[src/hw/rtl/mexp_pkg.sv]
package mexp_pkg;

  // width of every port field
  localparam int FIELD_W = 32;

  typedef logic [1:0] mexp_op_t;

  // operation codes for the shared modular multiplier
  localparam mexp_op_t OP_REDUCE = 2'd0;  // base mod modulus
  localparam mexp_op_t OP_SQUARE = 2'd1;  // base * base mod modulus
  localparam mexp_op_t OP_ACC    = 2'd2;  // acc * base mod modulus

  // controller to datapath
  typedef struct packed {
    logic     load;
    logic     mul_start;
    logic     commit;
    mexp_op_t op;
  } mexp_cmd_t;

  // datapath to controller
  typedef struct packed {
    logic m_zero;
    logic e_zero;
    logic e_odd;
    logic mul_done;
  } mexp_status_t;

endpackage

[src/hw/rtl/mexp_modmul.sv]
module mexp_modmul import mexp_pkg::*; #(
  parameter int W = 32
) (
  input  logic         clk,
  input  logic         rst_n,
  input  logic         start,
  input  logic [W-1:0] x,
  input  logic [W-1:0] y,
  input  logic [W-1:0] m,
  output logic         done,
  output logic [W-1:0] r
);

  localparam int CW = (W > 1) ? $clog2(W) : 1;
  localparam logic [CW-1:0] LAST = CW'(W - 1);

  logic          busy_r;
  logic          phase_r;
  logic          done_r;
  logic [CW-1:0] cnt_r;
  logic [W-1:0]  x_r, y_r, m_r, r_r;

  logic [W:0]    dbl, dbl_red, sum, sum_red;

  // doubling step, then conditional add step; each stays below 2m
  always_comb begin
    dbl     = {r_r, 1'b0};
    dbl_red = (dbl >= {1'b0, m_r}) ? dbl - {1'b0, m_r} : dbl;
    sum     = {1'b0, r_r} + {1'b0, x_r};
    sum_red = (sum >= {1'b0, m_r}) ? sum - {1'b0, m_r} : sum;
  end

  always_ff @(posedge clk) begin
    if (!rst_n) begin
      busy_r  <= 1'b0;
      phase_r <= 1'b0;
      done_r  <= 1'b0;
      cnt_r   <= '0;
    end else begin
      done_r <= 1'b0;
      if (start) begin
        busy_r  <= 1'b1;
        phase_r <= 1'b0;
        cnt_r   <= '0;
      end else if (busy_r) begin
        phase_r <= ~phase_r;
        if (phase_r) begin
          cnt_r <= cnt_r + CW'(1);
          if (cnt_r == LAST) begin
            busy_r <= 1'b0;
            done_r <= 1'b1;
          end
        end
      end
    end
  end

  always_ff @(posedge clk) begin
    if (start) begin
      x_r <= x;
      y_r <= y;
      m_r <= m;
      r_r <= '0;
    end else if (busy_r) begin
      if (!phase_r) begin
        r_r <= dbl_red[W-1:0];
      end else begin
        if (y_r[W-1]) begin
          r_r <= sum_red[W-1:0];
        end
        y_r <= {y_r[W-2:0], 1'b0};
      end
    end
  end

  assign done = done_r;
  assign r    = r_r;

endmodule

[src/hw/rtl/mexp_dp.sv]
module mexp_dp import mexp_pkg::*; #(
  parameter int W = 32
) (
  input  logic         clk,
  input  logic         rst_n,
  input  mexp_cmd_t    cmd,
  input  logic [W-1:0] base,
  input  logic [W-1:0] exponent,
  input  logic [W-1:0] modulus,
  output mexp_status_t status,
  output logic [W-1:0] result
);

  localparam logic [W-1:0] ONE = W'(1);

  logic [W-1:0] b_r, e_r, acc_r, m_r;
  logic         mz_r;
  mexp_op_t     op_r;

  logic [W-1:0] mx, my, mr;
  logic         mdone;

  always_comb begin
    unique case (cmd.op)
      OP_REDUCE: begin
        mx = ONE;
        my = b_r;
      end
      OP_SQUARE: begin
        mx = b_r;
        my = b_r;
      end
      OP_ACC: begin
        mx = acc_r;
        my = b_r;
      end
      default: begin
        mx = '0;
        my = '0;
      end
    endcase
  end

  mexp_modmul #(.W(W)) u_modmul (
    .clk   (clk),
    .rst_n (rst_n),
    .start (cmd.mul_start),
    .x     (mx),
    .y     (my),
    .m     (m_r),
    .done  (mdone),
    .r     (mr)
  );

  always_ff @(posedge clk) begin
    if (cmd.load) begin
      b_r   <= base;
      e_r   <= exponent;
      m_r   <= modulus;
      mz_r  <= (modulus == '0);
      acc_r <= ONE;
    end else begin
      if (cmd.mul_start) begin
        op_r <= cmd.op;
      end
      if (cmd.commit) begin
        unique case (op_r)
          OP_REDUCE: b_r <= mr;
          OP_SQUARE: begin
            b_r <= mr;
            e_r <= {1'b0, e_r[W-1:1]};
          end
          OP_ACC: begin
            acc_r <= mr;
            e_r   <= {e_r[W-1:1], 1'b0};
          end
          default: ;
        endcase
      end
    end
  end

  assign status.m_zero   = mz_r;
  assign status.e_zero   = (e_r == '0);
  assign status.e_odd    = e_r[0];
  assign status.mul_done = mdone;
  assign result          = mz_r ? '0 : acc_r;

endmodule

[src/hw/rtl/mexp_ctrl.sv]
module mexp_ctrl import mexp_pkg::*; (
  input  logic         clk,
  input  logic         rst_n,
  input  logic         start,
  input  mexp_status_t status,
  output mexp_cmd_t    cmd,
  output logic         busy,
  output logic         done
);

  localparam logic [2:0] S_IDLE  = 3'd0;
  localparam logic [2:0] S_MODCK = 3'd1;
  localparam logic [2:0] S_MUL   = 3'd2;
  localparam logic [2:0] S_CHECK = 3'd3;
  localparam logic [2:0] S_DONE  = 3'd4;

  logic [2:0] state_r, state_nxt;

  always_comb begin
    state_nxt     = state_r;
    cmd.load      = 1'b0;
    cmd.mul_start = 1'b0;
    cmd.commit    = 1'b0;
    cmd.op        = OP_REDUCE;
    unique case (state_r)
      S_IDLE: begin
        if (start) begin
          cmd.load  = 1'b1;
          state_nxt = S_MODCK;
        end
      end
      S_MODCK: begin
        if (status.m_zero) begin
          state_nxt = S_DONE;
        end else begin
          cmd.mul_start = 1'b1;
          cmd.op        = OP_REDUCE;
          state_nxt     = S_MUL;
        end
      end
      S_MUL: begin
        if (status.mul_done) begin
          cmd.commit = 1'b1;
          state_nxt  = S_CHECK;
        end
      end
      S_CHECK: begin
        if (status.e_zero) begin
          state_nxt = S_DONE;
        end else begin
          cmd.mul_start = 1'b1;
          cmd.op        = status.e_odd ? OP_ACC : OP_SQUARE;
          state_nxt     = S_MUL;
        end
      end
      S_DONE: state_nxt = S_IDLE;
      default: state_nxt = S_IDLE;
    endcase
  end

  always_ff @(posedge clk) begin
    if (!rst_n) begin
      state_r <= S_IDLE;
    end else begin
      state_r <= state_nxt;
    end
  end

  assign busy = (state_r != S_IDLE);
  assign done = (state_r == S_DONE);

endmodule

[src/hw/rtl/modular_exponentiation.sv]
// modular exponentiation: out_result = in_base ^ in_exponent mod in_modulus, using
// right-to-left binary exponentiation. a request is taken when start is high and
// busy is low; the answer appears on out_result for exactly one cycle with
// out_valid high and is not held, so the receiver must take it then. only the low
// OPERAND_WIDTH bits of each field are used. an exponent of zero gives 1 for any
// modulus, including 1; a modulus of zero gives 0. one request is in flight at a
// time. all work runs through one shared bit-serial modular multiplier that spends
// a doubling phase and an add phase on each operand bit. a request takes 1
// reduction step plus one step per set exponent bit plus one per bit position
// below the top set bit, i.e. at most 2*OPERAND_WIDTH steps.
module modular_exponentiation import mexp_pkg::*; #(
  parameter int OPERAND_WIDTH = 32
) (
  input  logic               clk,
  input  logic               rst_n,
  input  logic               start,
  output logic               busy,
  input  logic [FIELD_W-1:0] in_base,
  input  logic [FIELD_W-1:0] in_exponent,
  input  logic [FIELD_W-1:0] in_modulus,
  output logic               out_valid,
  output logic [FIELD_W-1:0] out_result
);

  localparam int W = OPERAND_WIDTH;

  // command and status between the sequencer and the datapath
  mexp_cmd_t    cmd;
  mexp_status_t status;
  logic [W-1:0] result;

  // sequencer: load, then unless the modulus is zero reduce base and square or multiply until exponent is zero
  mexp_ctrl u_ctrl (
    .clk    (clk),
    .rst_n  (rst_n),
    .start  (start),
    .status (status),
    .cmd    (cmd),
    .busy   (busy),
    .done   (out_valid)
  );

  // datapath: operand registers plus the shared modular multiplier
  mexp_dp #(.W(W)) u_dp (
    .clk      (clk),
    .rst_n    (rst_n),
    .cmd      (cmd),
    .base     (in_base[W-1:0]),
    .exponent (in_exponent[W-1:0]),
    .modulus  (in_modulus[W-1:0]),
    .status   (status),
    .result   (result)
  );

  // widen the result to the port width
  assign out_result = FIELD_W'(result);

  // the strobe lasts one cycle only
  a_strobe_single: assert property (@(posedge clk) disable iff (!rst_n)
    out_valid |=> !out_valid)
    else $error("result strobe held longer than one cycle");

  // an accepted request makes the block busy
  a_accept_busy: assert property (@(posedge clk) disable iff (!rst_n)
    (start && !busy) |=> busy)
    else $error("request accepted but block not busy");

  // a multiplier completion only happens while a request is in progress
  a_mul_in_flight: assert property (@(posedge clk) disable iff (!rst_n)
    status.mul_done |-> (busy && !out_valid))
    else $error("multiplier finished outside a request");

  // a result is never issued while a multiply is starting
  a_no_overlap: assert property (@(posedge clk) disable iff (!rst_n)
    cmd.mul_start |=> !out_valid)
    else $error("result issued during a multiply");

endmodule
[config.mk]
export PLATFORM = sky130hd
export DESIGN_NAME = modular_exponentiation
export DESIGN_NICKNAME = d
export VERILOG_FILES = /design/src/hw/rtl/mexp_pkg.sv /design/src/hw/rtl/mexp_modmul.sv /design/src/hw/rtl/mexp_dp.sv /design/src/hw/rtl/mexp_ctrl.sv /design/src/hw/rtl/modular_exponentiation.sv
export SDC_FILE = /design/constraint.sdc
export NUM_CORES = 1
export LEC_CHECK = 0
export CORE_MARGIN = 3
export CORE_UTILIZATION = 50
export CTS_CLUSTER_SIZE = 25
export DETAILED_ROUTE_END_ITERATION = 10
export DONT_BUFFER_PORTS = 1
export PLACE_DENSITY = 0.68
export SYNTH_ARGS = -nofsm -noshare
export SYNTH_HDL_FRONTEND = slang
export SYNTH_HIERARCHICAL = 1
export SYNTH_SLANG_ARGS = --single-unit
[constraint.sdc]
create_clock -name clk -period 5.35 [get_ports clk]
set_input_delay 1.07 -clock clk [delete_from_list [all_inputs] [get_ports clk]]
set_output_delay 1.07 -clock clk [all_outputs]
set_load 0.005 [all_outputs]
==> results.ini <==
[clock_tree]
clk_path_buf_depth=3
cts.clk_slew.worst_paths_ps=60
cts_max_level=1
clock-sinks=270
cts_tree=built
cts_hold_buf=0
cts_made_buffers=30
clkLatencyLatePin_ps=570
clock-root-buffer=clkbuf_16

[synth]
synth_cells=1632
dominantRegCellSynth=edfxtp_1
synth.avg_cell_area_um2=10.2
async_reset_ff_share_pct=0
syn_nets=1832
synth-simple-area-share_pct=13.7
yosys_register_bits=270
yosys_warnings=6
yosysSeqAreaShare_pct=44.3
synthesis.area_um2=16600
synth_compound_area_share_pct=19.2
synth-edff-count=195
synth_cell_type_count=83
muxShareOfSynthArea_pct=7.17
synth_fa_ha_area_share_pct=7.75
synth_top_family_by_area=compound AO/OA/AOI/OAI gates
synthXorXnorAreaFrac_pct=3.96

[power_and_ir_drop]
seqPwrFrac_pct=24.8
clkPwrFrac_pct=19.3
p_comb_share_pct=55.9
intPower_w=0.00642
p_total_w=0.0109
vdd_drop_max_uv=417
cellLeakagePower_nw=7.30
power_density_nw_per_um2=593
switchingPower_w=0.00452
swShare_pct=41.3

[critical_path]
path_class=reg -> reg
cp-end-kind=flip-flop
worstPathCellList=ha_1 -> fa_2 -> a211oi_2 -> o21ai_2 -> a31oi_4 -> o21ai_2 -> a21o_1 -> a21o_1 -> xor2_1 -> buf_4 -> ha_1 -> buf_4 -> a21oi_1 -> o21ai_0 -> nand2_1 -> o31ai_1 -> o31ai_1 -> a31oi_1 -> a2111oi_0 -> o21ai_0 -> mux2i_1 -> a21oi_1
cp_top_family=compound AO/OA/AOI/OAI gates
cp.required_ps=5800
critPathMaxFanout=4
cpMaxStageDelayCell=a2111oi_0
cpPeakStageDelay_ps=610
crit_buf_inv=2
critical_path_arrival_ps=5650
start_kind=flip-flop

[placed_design]
post-place-ws_ps=75.8
place.gp.congestion=0.923
numPortBuffers=0
hpwl_um=33200

[global_route]
antenna_found_initial=1
grt_pass1_vias=12600
grt_usage_pct=24.3
grt_pass1_wl_um=68800
grt-ovfl-total=0
grt_max_degree=70

[routing]
drt-total-wl_um=44200
drtIter0Drc=851
vias_per_cell=5.96
drcViolationCount=0
firstDrtPassIters=8
routed-via-count=12700
antenna_left=0
avgRoutedWirePerCell_um=20.8

[run_status]
status=finished clean

[timing]
hold_slack_ps=409
slew_violations=0
period_needed_ps=5200
final-setup-viol-count=0
hold_viol=0
relSlewSlack_pct=22.3
final.period_utilization_pct=97.2
fin_ws_ps=151
fmax_mhz=192
tightest_slew_ps=1160
skew_ps=23.7

[floorplanning]
die-area_um2=35400
rows=66
start_util_pct=50.9
ioPinCount=133
core-area_um2=32600
die_x_um=188
die_h_um=188

[run]
maxCapViolCount=0

[cells_and_area]
finalNetCount=1864
layout-drive-gt1-share_pct=14.0
fillCellCount=2827
area_growth_pct=11.2
diodes=0

[min_path]
holdCritPathClass=reg -> reg

==> flip-flops by register name (all words and copies together) (netlist names), 5 cells and up <==
| signal | cells |
|---|---|
| u_dp/u_modmul/cnt_r | 5 |
| u_dp/u_modmul/m_r | 32 |
| u_dp/u_modmul/r | 32 |
| u_dp/m_r | 32 |
| u_dp/b_r | 32 |
| u_dp/acc_r | 32 |
| u_dp/e_r | 32 |
| u_dp/u_modmul/x_r | 32 |
| u_dp/u_modmul/y_r | 32 |
==> final cells by class <==
cell class	count	area [um^2]	area share, %
multi-input combinational	1216	8690	47.1
sequential	270	7360	39.9
clock buffer	40	808	4.38
timing repair buffer	77	591	3.20
tap	442	553	3.00
inverter	69	259	1.40
clock inverter	16	203	1.10
==> layer usage <==
| metal | GRT usage [%] | vias up | wire length [um] |
|---|---|---|---|
| met3 | 3.37 | 86 | 2300 |
| met1 | 31.1 | 6073 | 18600 |
| met4 | 8.54 | 2 | 1580 |
| li1 | - | 6168 | - |
| met5 | 0 | - | 11 |
| met2 | 42.2 | 358 | 21700 |
==> layout by cell type, fill, tap and decap left out, drive strengths merged, types with 9 or more instances in the layout <==
cell / instances
a31oi: 15
o31ai: 9
o21bai: 18
buf: 77
xnor2: 41
nand3: 35
a211oi: 26
mux2i: 29
o211ai: 13
inv: 69
and2: 41
mux2: 80
ha: 98
nand2: 150
clkbuf: 40
o21ai: 91
dfxtp: 75
xor2: 34
nor4: 21
a22o: 62
nor2: 68
nand2b: 11
edfxtp: 195
a21o: 42
o21a: 14
and3: 12
nand4: 19
nor3: 27
a21oi: 130
nor2b: 50
==> synth_stat cells, types with 4 or more instances <==
library cell  instances  area [um^2]
edfxtp_1            195         5860
nand2_1             150          563
a21oi_1             127          636
ha_1                 98         1230
mux2_2               79          890
dfxtp_1              75         1500
o21ai_0              72          360
inv_1                69          259
nor2_1               68          255
a22o_1               62          543
nor2b_1              50          313
a21o_1               41          308
xnor2_1              41          359
and2_1               40          250
nand3_1              35          175
clkbuf_1             34          128
xor2_1               34          298
mux2i_1              29          290
nor3_1               27          135
a211oi_1             24          180
buf_2                24          120
nor4_1               21          131
nand4_1              19          119
o21ai_1              18         90.1
o21bai_1             18          135
a31oi_1              15         93.8
o21a_1               14          105
o211ai_1             13         97.6
and3_1               12         75.1
buf_4                11         82.6
nand2b_1             11         68.8
o31ai_1               8         60.1
a211o_1               6         52.6
or3_1                 6         37.5
o22ai_1               4         25.0
==> power by group through the flow <==
stage	registers (W)	logic [W]	clock network (W)
floorplan	0.00273	0.00420	0
global placement	0.00276	0.00587	0
detailed placement	0.00276	0.00591	0
CTS	0.00272	0.00594	0.00216
global route	0.00275	0.00667	0.00224
finish	0.00272	0.00611	0.00211
==> cell families after synthesis <==
logic type | Yosys count
AO/OA/AOI/OAI | 474
AND/OR/NAND/NOR | 457
flip-flops | 270
buffers and inverters | 146
multiplexers | 109
adder cells (fa/ha/maj) | 101
XOR/XNOR | 75
==> path summary, 6_finish.rpt <==
path / start / end / slack, ps / depth (start not counted)
setup / recovery: u_dp/u_modmul/x_r[0] / u_dp/u_modmul/r[31] / 150 / 22
hold / removal: u_dp/m_r[31] / u_dp/u_modmul/m_r[31] / 410 / 0
setup reg to reg: u_dp/u_modmul/x_r[0] / u_dp/u_modmul/r[31] / 150 / 22
hold reg to reg: u_dp/m_r[31] / u_dp/u_modmul/m_r[31] / 410 / 0
==> metrics by stage <==
stage,TNS [ps],instances,utilization [%],cell area [um^2]
after floorplan,0,1632,-,16600
after global placement,0,2069,53.2,17300
after detailed placement,0,2069,53.2,17300
after CTS,0,2125,56.3,18400
after global routing,-158,2130,56.6,18500
final,0,2130,56.6,18500
==> timing repair <==
| item | in CTS | in global routing |
|---|---|---|
| setup buffers | 0 | 5 |
| setup endpoints to repair | 0 | 32 |
| gates resized for setup | 0 | 12 |
Note: power is estimated with default switching activity, not from simulation.
